===== src/hw/rtl/ezr_round_mul.sv =====
// Registered Q2.30 by Q2.30 product, rounded half up back to Q2.30.
// Depends on nothing but the timescale.
`timescale 1ns / 1ps

module ezr_round_mul (
    input  logic               clk,
    input  logic               en,
    input  logic signed [31:0] a,
    input  logic signed [31:0] b,
    output logic signed [31:0] p
);

    logic signed [63:0] prod;
    logic signed [63:0] rounded;
    logic signed [31:0] p_reg;

    assign prod    = a * b;
    assign rounded = prod + 64'sd536870912;

    always_ff @(posedge clk)
    begin
        if (en)
        begin
            p_reg <= rounded[61:30];
        end
    end

    assign p = p_reg;

endmodule


===== config.mk =====
export PLATFORM = sky130hd
export DESIGN_NAME = ezr_round_mul
export DESIGN_NICKNAME = d
export VERILOG_FILES = /design/src/hw/rtl/ezr_round_mul.sv
export SDC_FILE = /design/constraint.sdc
export NUM_CORES = 2
export LEC_CHECK = 0
export BUFFER_PORTS_ARGS = -buffer_cell sky130_fd_sc_hd__buf_2
export CORE_MARGIN = 2
export CORE_UTILIZATION = 59
export DETAILED_ROUTE_END_ITERATION = 8
export GPL_TIMING_DRIVEN = 0
export HOLD_SLACK_MARGIN = 0.06
export PLACE_DENSITY = 0.76
export REMOVE_ABC_BUFFERS = 1
export SLEW_MARGIN = 20
export SYNTH_ARGS = -nofsm -noshare
export SYNTH_HDL_FRONTEND = slang
export SYNTH_SLANG_ARGS = --single-unit

===== constraint.sdc =====
create_clock -name clk -period 8.05 [get_ports clk]
set_input_delay 0 -clock clk [delete_from_list [all_inputs] [get_ports clk]]
set_output_delay 0 -clock clk [all_outputs]
set_load 0.02 [all_outputs]

==> results summary <==
The period utilization is 96.2%. The number of antenna violations at the first check in global routing was 2. The worst setup path is of the in -> reg kind. The full die area is 0.0625 mm². The synthesis-to-layout area growth is 2.90%. TritonCTS built the clock tree. The sequential cells in the finished layout cover a total of 961 µm². The biggest area contributor in the post-synthesis netlist is sky130_fd_sc_hd__fa_1. The peak fanout along the critical path is 31. The total of max-cap violations is 0. The register with the most flip-flops in the layout has 32 of them. Routability-driven placement finished with a final weighted congestion of 0.899. The via count is 24,700. The global-route congestion overflow total is 0.

The initial utilization of the core area, before any placement, comes to 59.3%. TritonCTS created 5 clock buffers. The number of different library cells used by synthesis comes to 59.

The fill cell total of the finished layout came out at 5,065. The type of the most critical hold path is in -> reg. From left edge to right edge, the die measures 250 µm. The total detailed-routing wirelength came out at 90.4 mm. The synthesized design devotes to its leading area cell type 59.6% of total area. After detailed placement, the design holds a cell count of 4,408. The clock passes through at most 2 buffers.

The count of port buffers added during placement is 97. Setup repair after global routing left no endpoint under its margin. The detailed-placement wirelength estimate came out at 66.4 mm.

The number of nets at the end of the flow is 4,943. The count of pins on the block boundary came out at 98. The share of final-layout standard cells stronger than drive strength 1 is 3.79%.

The final core utilization is 61.1%. In the synthesized netlist the dominant register cell turns out to be sky130_fd_sc_hd__edfxtp_1. The H-tree was split into 2 levels. The number of global-route vias before repair is 28,000. The synthesis warning total is 0. Synthesis handed over a netlist of 3,721 instances.

Setup violations remaining at the end of the flow were counted as 0. The placed instances occupy a cell area of 0.0364 mm². The cell area after synthesis is 0.0357 mm². The area occupied by multi-input gates is 0.0305 mm². The clock transition at the registers of the reported paths is 90 ps.

The largest net degree at the start of global routing is 34. The run finished with clean final reports. For this run, design rule violations remaining after detail routing come to 0. Using the TritonRoute via totals, the vias-per-cell ratio works out to 5.58.

The post-synthesis async set-or-reset flop share came out at 0%. By area the synthesized netlist is led by sky130_fd_sc_hd__fa_1, sky130_fd_sc_hd__inv_1, sky130_fd_sc_hd__and2_1. The arrival time of data at the critical path endpoint is 7800 ps.

The flop and latch count out of synthesis is 32. The average wire per cell in the routed design came out at 20.4 µm. The DRC marker count from the first detailed-route iteration came out at 1,606. The data required time of the critical path came out at 8110 ps. The upper clock frequency limit is 129 MHz. Setup total negative slack on the finished layout was measured at 0 ps.

The number of enable flip-flop cells after synthesis came out at 32. The die is 250 µm tall. The final standard cell area without fillers came out at 0.0367 mm². The slew at the pin closest to its max-slew limit is 1080 ps. The number of detailed-routing iterations run before antenna repair came out at 5.

The count of nets left with antenna violations once routing finished came out at 0. The number of rows in the core area is 90. The number of non-filler instances in the completed layout came out at 4,424. The type of destination of the critical path is a flip-flop.

STA classifies the critical path startpoint as a primary input. The cell chosen for the clock root is sky130_fd_sc_hd__clkbuf_16. The worst relative slew slack came out at 27.8%. The shortest clock period the worst path allows after layout came out at 7740 ps. Each instance of the synthesized netlist takes up on average 9.59 µm². The first global-routing pass estimated 150 mm of wire. The count of endpoints failing hold in the final timing report came to 0.

The share of the yosys chip area belonging to registers is 2.69%. The clock net sink count is 32. The max-slew violation count is 0.

The core box area is 0.0601 mm². Global routing consumed, over all layers together, 31.3% of the routing resources.
[layout make-up]
cell class,instances,area share [%]
multi-input cells,2546,82.9
inverters,950,9.73
well taps,782,2.66
flip-flops and latches,32,2.62
repair buffers,105,1.59
clock buffers,5,0.341
clock inverters,3,0.126
diodes,1,0.00681
[logic make-up after synthesis]
kind of cell             Yosys count  share of synthesized area, %
AO/OA/AOI/OAI                    130                          2.46
XOR/XNOR                          48                          1.18
adder cells (fa/ha/maj)         1237                          65.7
buffers and inverters           1143                          12.0
flip-flops                        32                          2.69
AND/OR/NAND/NOR                 1131                          15.9
[path summary, 6_finish.rpt]
| path | from | end | slack [ps] | cells after the start |
|---|---|---|---|---|
| max | a[31] | p[24] | 310 | 24 |
| min | en | p[30] | 400 | 1 |
[repair_timing]
item	4_1_cts	5_1_grt
setup endpoints to repair	12	10
cloned	0	0
buffers inserted	2	5
pin swaps	0	2
gates resized for setup	10	6
hold buffers	0	0
[cell usage in the layout (no fill, tap or decap), types with 32 or more instances in the layout]
cell type and instances:
sky130_fd_sc_hd__and2_1 501, sky130_fd_sc_hd__ha_1 175, sky130_fd_sc_hd__xnor2_1 34, sky130_fd_sc_hd__fa_1 1060
sky130_fd_sc_hd__inv_1 947, sky130_fd_sc_hd__a21oi_1 32, sky130_fd_sc_hd__nor2_1 48, sky130_fd_sc_hd__buf_2 87
sky130_fd_sc_hd__edfxtp_1 32, sky130_fd_sc_hd__nand2_1 514
[worst max-delay path: stages]
cell and delay (ps):
sky130_fd_sc_hd__buf_4 390, sky130_fd_sc_hd__nand2_1 160, sky130_fd_sc_hd__inv_1 150, sky130_fd_sc_hd__fa_1 460, sky130_fd_sc_hd__fa_1 500, sky130_fd_sc_hd__fa_2 750
sky130_fd_sc_hd__inv_1 200, sky130_fd_sc_hd__fa_2 650, sky130_fd_sc_hd__clkinvlp_4 100, sky130_fd_sc_hd__buf_4 170, sky130_fd_sc_hd__fa_1 470, sky130_fd_sc_hd__fa_1 550
sky130_fd_sc_hd__inv_1 50, sky130_fd_sc_hd__fa_1 480, sky130_fd_sc_hd__inv_1 50, sky130_fd_sc_hd__fa_1 530, sky130_fd_sc_hd__ha_1 360, sky130_fd_sc_hd__and4_1 200
sky130_fd_sc_hd__and3_1 180, sky130_fd_sc_hd__nand3_1 150, sky130_fd_sc_hd__nor3_4 560, sky130_fd_sc_hd__nor3_1 160, sky130_fd_sc_hd__o41ai_2 360, sky130_fd_sc_hd__xor2_1 130
[routing by layer]
metal | track usage [%] | part of all wire, % | routed length [µm] | vias up
met3 | 5.69 | 9.4 | 8510 | 268
met1 | 39.9 | 37 | 33200 | 12900
met2 | 52.7 | 49 | 44100 | 1158
li1 | - | - | - | 10400
met4 | 13.7 | 5.1 | 4650 | 0
met5 | 0 | 0 | 0 | -
[synthesized netlist by cell type, types with 3 or more instances]
| library cell | number |
|---|---|
| sky130_fd_sc_hd__ha_1 | 175 |
| sky130_fd_sc_hd__nor2_1 | 48 |
| sky130_fd_sc_hd__a21o_1 | 17 |
| sky130_fd_sc_hd__nand2b_1 | 8 |
| sky130_fd_sc_hd__nand3_1 | 15 |
| sky130_fd_sc_hd__nor3_1 | 11 |
| sky130_fd_sc_hd__xnor2_1 | 34 |
| sky130_fd_sc_hd__and4_1 | 3 |
| sky130_fd_sc_hd__a21oi_2 | 7 |
| sky130_fd_sc_hd__o21ai_0 | 22 |
| sky130_fd_sc_hd__a21oi_1 | 32 |
| sky130_fd_sc_hd__xor2_1 | 14 |
| sky130_fd_sc_hd__edfxtp_1 | 32 |
| sky130_fd_sc_hd__a211oi_1 | 9 |
| sky130_fd_sc_hd__and2_1 | 501 |
| sky130_fd_sc_hd__o31ai_1 | 3 |
| sky130_fd_sc_hd__o21ai_1 | 6 |
| sky130_fd_sc_hd__nand2_1 | 514 |
| sky130_fd_sc_hd__clkbuf_1 | 191 |
| sky130_fd_sc_hd__fa_1 | 1062 |
| sky130_fd_sc_hd__a31oi_1 | 7 |
| sky130_fd_sc_hd__nor2b_1 | 4 |
| sky130_fd_sc_hd__and3_1 | 7 |
| sky130_fd_sc_hd__nand4_1 | 8 |
| sky130_fd_sc_hd__inv_1 | 949 |
[metrics by stage]
step           setup slack [ps]  hold slack [ps]
5_1_grt                    22.0              440
3_3_place_gp              -1050              443
4_1_cts                    85.0              425
2_1_floorplan               901              112
3_5_place_dp               -929              446
6_report                    308              401
Power is left out: the tool's default activity adds up to more than one toggle a clock period on the data nets, which glitch-free logic cannot reach.
