===== src/hw/rtl/ezr_pkg.sv =====
// Package for the ZXZ Euler angle to orientation matrix block.
// Holds the payload structs, the CORDIC arctangent table and the element formatting.
// Depends on nothing; every other file of the block but ezr_round_mul uses it.
`timescale 1ns / 1ps

package ezr_pkg;

    localparam int ANGLE_BITS    = 16;
    localparam int ELEMENT_BITS  = 16;
    localparam int CORDIC_STAGES = 30;
    localparam int LANES         = 3;
    localparam int ANGLE_SHIFT   = 32 - ANGLE_BITS;

    // Gain of the rotation sequence, Q2.30.
    localparam logic signed [31:0] CORDIC_GAIN = 32'sd652032874;

    // Arctangent of 2^-i in units of 2^-32 turn.
    localparam logic [31:0] ATAN_TURNS [CORDIC_STAGES] = '{
        32'h20000000, 32'h12E4051E, 32'h09FB385B, 32'h051111D4, 32'h028B0D43,
        32'h0145D7E1, 32'h00A2F61E, 32'h00517C55, 32'h0028BE53, 32'h00145F2F,
        32'h000A2F98, 32'h000517CC, 32'h00028BE6, 32'h000145F3, 32'h0000A2FA,
        32'h0000517D, 32'h000028BE, 32'h0000145F, 32'h00000A30, 32'h00000518,
        32'h0000028C, 32'h00000146, 32'h000000A3, 32'h00000051, 32'h00000029,
        32'h00000014, 32'h0000000A, 32'h00000005, 32'h00000003, 32'h00000001
    };

    // Element formatting: Q2.30 sum down to Q1.(ELEMENT_BITS-1).
    localparam int OUT_SHIFT = 31 - ELEMENT_BITS;
    localparam int SHIFT_POS = (OUT_SHIFT > 0) ? OUT_SHIFT : 0;
    localparam int ROUND_POS = (OUT_SHIFT > 0) ? OUT_SHIFT - 1 : 0;
    localparam logic signed [34:0] EL_MAX = (35'sd1 <<< (ELEMENT_BITS - 1)) - 35'sd1;
    localparam logic signed [34:0] EL_MIN = -(35'sd1 <<< (ELEMENT_BITS - 1));

    typedef logic signed [ELEMENT_BITS-1:0] element_t;

    typedef struct packed {
        logic [ANGLE_BITS-1:0] angle_first;
        logic [ANGLE_BITS-1:0] angle_middle;
        logic [ANGLE_BITS-1:0] angle_last;
    } angles_t;

    typedef struct packed {
        element_t m00;
        element_t m01;
        element_t m02;
        element_t m10;
        element_t m11;
        element_t m12;
        element_t m20;
        element_t m21;
        element_t m22;
    } matrix_t;

    // State carried from one CORDIC cell to the next.
    typedef struct packed {
        logic signed [31:0] x;
        logic signed [31:0] y;
        logic signed [31:0] z;
        logic               neg;
    } cordic_t;

    function automatic element_t to_element(input logic signed [32:0] v);
        logic signed [34:0] w;
        logic signed [34:0] r;
        w = {{2{v[32]}}, v};
        if (OUT_SHIFT > 0)
        begin
            r = (w + (35'sd1 <<< ROUND_POS)) >>> SHIFT_POS;
        end
        else if (OUT_SHIFT == 0)
        begin
            r = w;
        end
        else
        begin
            r = w <<< 1;
        end
        if (r > EL_MAX)
        begin
            r = EL_MAX;
        end
        else if (r < EL_MIN)
        begin
            r = EL_MIN;
        end
        return r[ELEMENT_BITS-1:0];
    endfunction

endpackage


===== src/hw/rtl/ezr_cordic_cell.sv =====
// One rotation step of the sine/cosine CORDIC chain, with its own stage register.
// Depends on ezr_pkg for the cell state struct and the arctangent table.
`timescale 1ns / 1ps

module ezr_cordic_cell #(
    parameter int STAGE = 0
) (
    input  logic              clk,
    input  logic              en,
    input  ezr_pkg::cordic_t  prev,
    output ezr_pkg::cordic_t  cur
);

    ezr_pkg::cordic_t   data_reg;
    ezr_pkg::cordic_t   data_next;
    logic signed [31:0] dx;
    logic signed [31:0] dy;
    logic signed [31:0] step;

    assign dx   = prev.y >>> STAGE;
    assign dy   = prev.x >>> STAGE;
    assign step = $signed(ezr_pkg::ATAN_TURNS[STAGE]);

    always_comb
    begin
        data_next.neg = prev.neg;
        if (!prev.z[31])
        begin
            data_next.x = prev.x - dx;
            data_next.y = prev.y + dy;
            data_next.z = prev.z - step;
        end
        else
        begin
            data_next.x = prev.x + dx;
            data_next.y = prev.y - dy;
            data_next.z = prev.z + step;
        end
    end

    always_ff @(posedge clk)
    begin
        if (en)
        begin
            data_reg <= data_next;
        end
    end

    assign cur = data_reg;

endmodule


===== config.mk =====
export PLATFORM = sky130hd
export DESIGN_NAME = ezr_cordic_cell
export DESIGN_NICKNAME = d
export VERILOG_FILES = /design/src/hw/rtl/ezr_pkg.sv /design/src/hw/rtl/ezr_cordic_cell.sv
export SDC_FILE = /design/constraint.sdc
export NUM_CORES = 1
export LEC_CHECK = 0
export ABC_AREA = 1
export BUFFER_PORTS_ARGS = -buffer_cell sky130_fd_sc_hd__buf_2
export CAP_MARGIN = 20
export CORE_AREA = 4 4 128 161
export DETAILED_ROUTE_END_ITERATION = 16
export DIE_AREA = 0 0 132 165
export PLACE_DENSITY = 0.79
export SYNTH_ARGS = -nofsm -noshare
export SYNTH_HDL_FRONTEND = slang
export SYNTH_SLANG_ARGS = --single-unit

===== constraint.sdc =====
create_clock -name clk -period 3.3 [get_ports clk]
set_input_delay 0.66 -clock clk [delete_from_list [all_inputs] [get_ports clk]]
set_output_delay 0.66 -clock clk [all_outputs]
set_load 0.02 [all_outputs]

==> summary.md <==
| Metric | Value |
|---|---|
| Wire length per cell | roughly 16 µm |
| Detailed placement HPWL | approximately 27000 µm |
| Place WS | roughly 0.40 ns |
| # clock sinks | 96 |
| DRT iter0 DRCs | about 1000 |
| H-tree depth | 3 |
| Setup bufs post-CTS | 0 |
| Crit path required time | 3.42 ns |
| Post-CTS sizing | 0 |
| Cell row count | between 50 and 60 |
| Crit share post-route | around four fifths |
| Worst hold-check path type | in2reg |
| Synth warn | 0 |
| Layout cells sized above 1 | approximately an eighth |
| Syn_nets | 1841 |
| Initial antenna violation count | 0 |
| Die W | 132 µm |
| CP Cell Sequence | buf_2 -> inv_1 -> ha_1 -> nand2_1 -> nor2_1 -> nand2_1 -> nor2_1 -> nand2_1 -> nand2_1 -> nand2_1 -> nand3_1 -> nand2_1 |
| Max reg flops | between 90 and 100 |
| Buf/Inv on CP | 2 |
| Nets@finish | between 2000 and 2500 |
| # DRC | 0 |
| Setup WS post-layout | around 0.7 ns |
| Synth Cell Area | slightly above 0.01 mm² |
| Relative slew slack | 52.1% |
| Tot GR Track Use | between 20% and 30% |
| Num CTS Buffers | 9 |
| Worst path max stage delay | roughly 0.57 ns |
| First-pass GRT wire length | roughly 51000 µm |
| Synth Area per Inst | between 6 and 7 µm² |
| Distinct cell type count after synthesis | 34 |
| Placed insts | just over 2000 |
| Initial Util | a little over half |
| Cell count after synthesis | around 1600 |
| Outcome | complete, no violations |
| Critical Path Most Common Cell | nand2_1 |
| P_leak | ~6.7 nW |
| Core Area | around 0.019 mm² |
| GP Congestion | about 1.0 |
| Setup violators final | 0 |
| Grt total ovfl | 0 |
| Hold Fails Final Rpt | 0 |
| Total Die Area | ~0.022 mm² |
| Final hold slack | 0.466 ns |
| Layout area overhead | 13.5% |
| N_diodes | 0 |
| Top cell family by delay on the critical path | simple AND/OR/NAND/NOR gates |
| Port bufs | 195 |
| Via/cell ratio | approximately 5.3 |
| Clk buf depth | 2 |
| Largest net degree at the start of global routing | just under 100 |
| Initial DRT Pass Iterations | 8 |
| Kind of critical path | in2reg |
| Setup TNS | 0 ns |
| RSZ-0062 raised after global routing | false |
| MaxCap Viol Count | 0 |
| Final Util | between 60% and 70% |
| VDD IR max | 261 µV |
| Final slew viol count | 0 |
| Crit path arrival time | about 2.7 ns |
| Worst path slowest cell | ha_1 |
| CTS tree | yes |
| Cts hold-fix bufs | 0 |
| Max Clk Rate | slightly below 400 MHz |
| Remaining antenna violation count after routing | 0 |
| Critical Path Start Type | primary input |
| Pwr/cell area | between 300 and 400 mW/mm² |
| Number of global-route vias before repair | roughly 10000 |
| Crit. End Element | register |
| Final Power | roughly 4.5 mW |
| Fin cells | a little over 2000 |
| Seq/Total Area, Yosys | 27.9% |
| DIE HEIGHT | roughly 170 µm |
| Worst Tran Pin Value | between 0.7 and 0.8 ns |
| Register bit count reported by yosys | 96 |
| Total routed wirelength | around 33000 µm |
| Root Buffer | clkbuf_16 |
| Fin area | 0.0117 mm² |
| I/O pins | approximately 200 |
| Clock slew at reported path FFs | 0.08 ns |
| Fin crit period | 2.60 ns |
| Dpl cell area | around 0.011 mm² |
| Fill count | 1900 |
| Worst-path fanout max | 11 |
| DR vias | ~11000 |
[per-layer routing]
| layer | track usage, % | part of all wire, % |
|---|---|---|
| met3 | 4.42 | 6.1 |
| met2 | 53.7 | 49 |
| met1 | 33.3 | 39 |
| met4 | 16.7 | 5.6 |
| met5 | 0 | 0 |
[power by group]
part	internal [mW]	switching, mW	leakage [nW]
sequential	1.53	0.0445	0.938
combinational	0.553	1.27	5.64
clock	0.543	0.552	0.150
total	2.63	1.86	6.73
[logic make-up after synthesis]
logic type,synth area share (%)
AOI/OAI and AO/OA,7.09
xor gates and xnor gates,2.20
adders and majority gates,12.1
buffers and inverters,14.3
DFF,27.9
and+or+nand+nor,36.5
[layout by cell type (no fill, tap or decap), types with 19 or more instances in the layout]
| cell | n |
|---|---|
| a21oi_1 | 72 |
| nand2_1 | 617 |
| buf_2 | 194 |
| nand3_1 | 147 |
| inv_1 | 322 |
| edfxtp_1 | 96 |
| xor2_1 | 26 |
| ha_1 | 94 |
| o21ai_0 | 27 |
| nand4_1 | 19 |
| nor2_1 | 98 |
[cell usage after synthesis]
| master | n | area [µm²] |
|---|---|---|
| nand2_1 | 617 | 2320 |
| inv_1 | 323 | 1210 |
| nand3_1 | 147 | 736 |
| nor2_1 | 98 | 368 |
| edfxtp_1 | 96 | 2880 |
| ha_1 | 94 | 1180 |
| a21oi_1 | 72 | 360 |
| o21ai_0 | 27 | 135 |
| xor2_1 | 26 | 228 |
| nand4_1 | 19 | 119 |
| buf_2 | 15 | 75.1 |
| clkbuf_1 | 13 | 48.8 |
| buf_4 | 12 | 90.1 |
| o21bai_1 | 10 | 75.1 |
| inv_2 | 9 | 33.8 |
| o21ai_1 | 9 | 45.0 |
| nand2_2 | 6 | 37.5 |
| nor3_1 | 6 | 30.0 |
| o21a_1 | 6 | 45.0 |
| nand3b_1 | 5 | 37.5 |
| nor2_2 | 5 | 31.3 |
| a31oi_1 | 4 | 25.0 |
| fa_1 | 4 | 80.1 |
| o22ai_1 | 4 | 25.0 |
| nor2_4 | 3 | 33.8 |
| and2_1 | 2 | 12.5 |
| buf_1 | 2 | 7.51 |
| clkinv_1 | 2 | 7.51 |
| nand3b_2 | 2 | 22.5 |
| o31ai_1 | 2 | 15.0 |
| a21o_1 | 1 | 7.51 |
| and3_1 | 1 | 6.26 |
| nor3_2 | 1 | 10.0 |
| nor4_2 | 1 | 12.5 |
[path summary, 6_finish.rpt]
path	endpoint	slack, ns	cells after the start	from
max	cur[63]	0.70	12	prev[55]
min	cur[7]	0.47	1	prev[7]
[final cells by class]
type                    count  area (µm²)  share of cell area [%]
clock buffers               9         225                    1.92
clock inverters             7        81.3                   0.692
inverters                 334        1250                    10.7
multi-input cells        1172        5990                    51.0
flip-flops and latches     96        2880                    24.5
well taps                 236         295                    2.51
repair buffers            199        1020                    8.69
(Power assumes the default switching activity.)
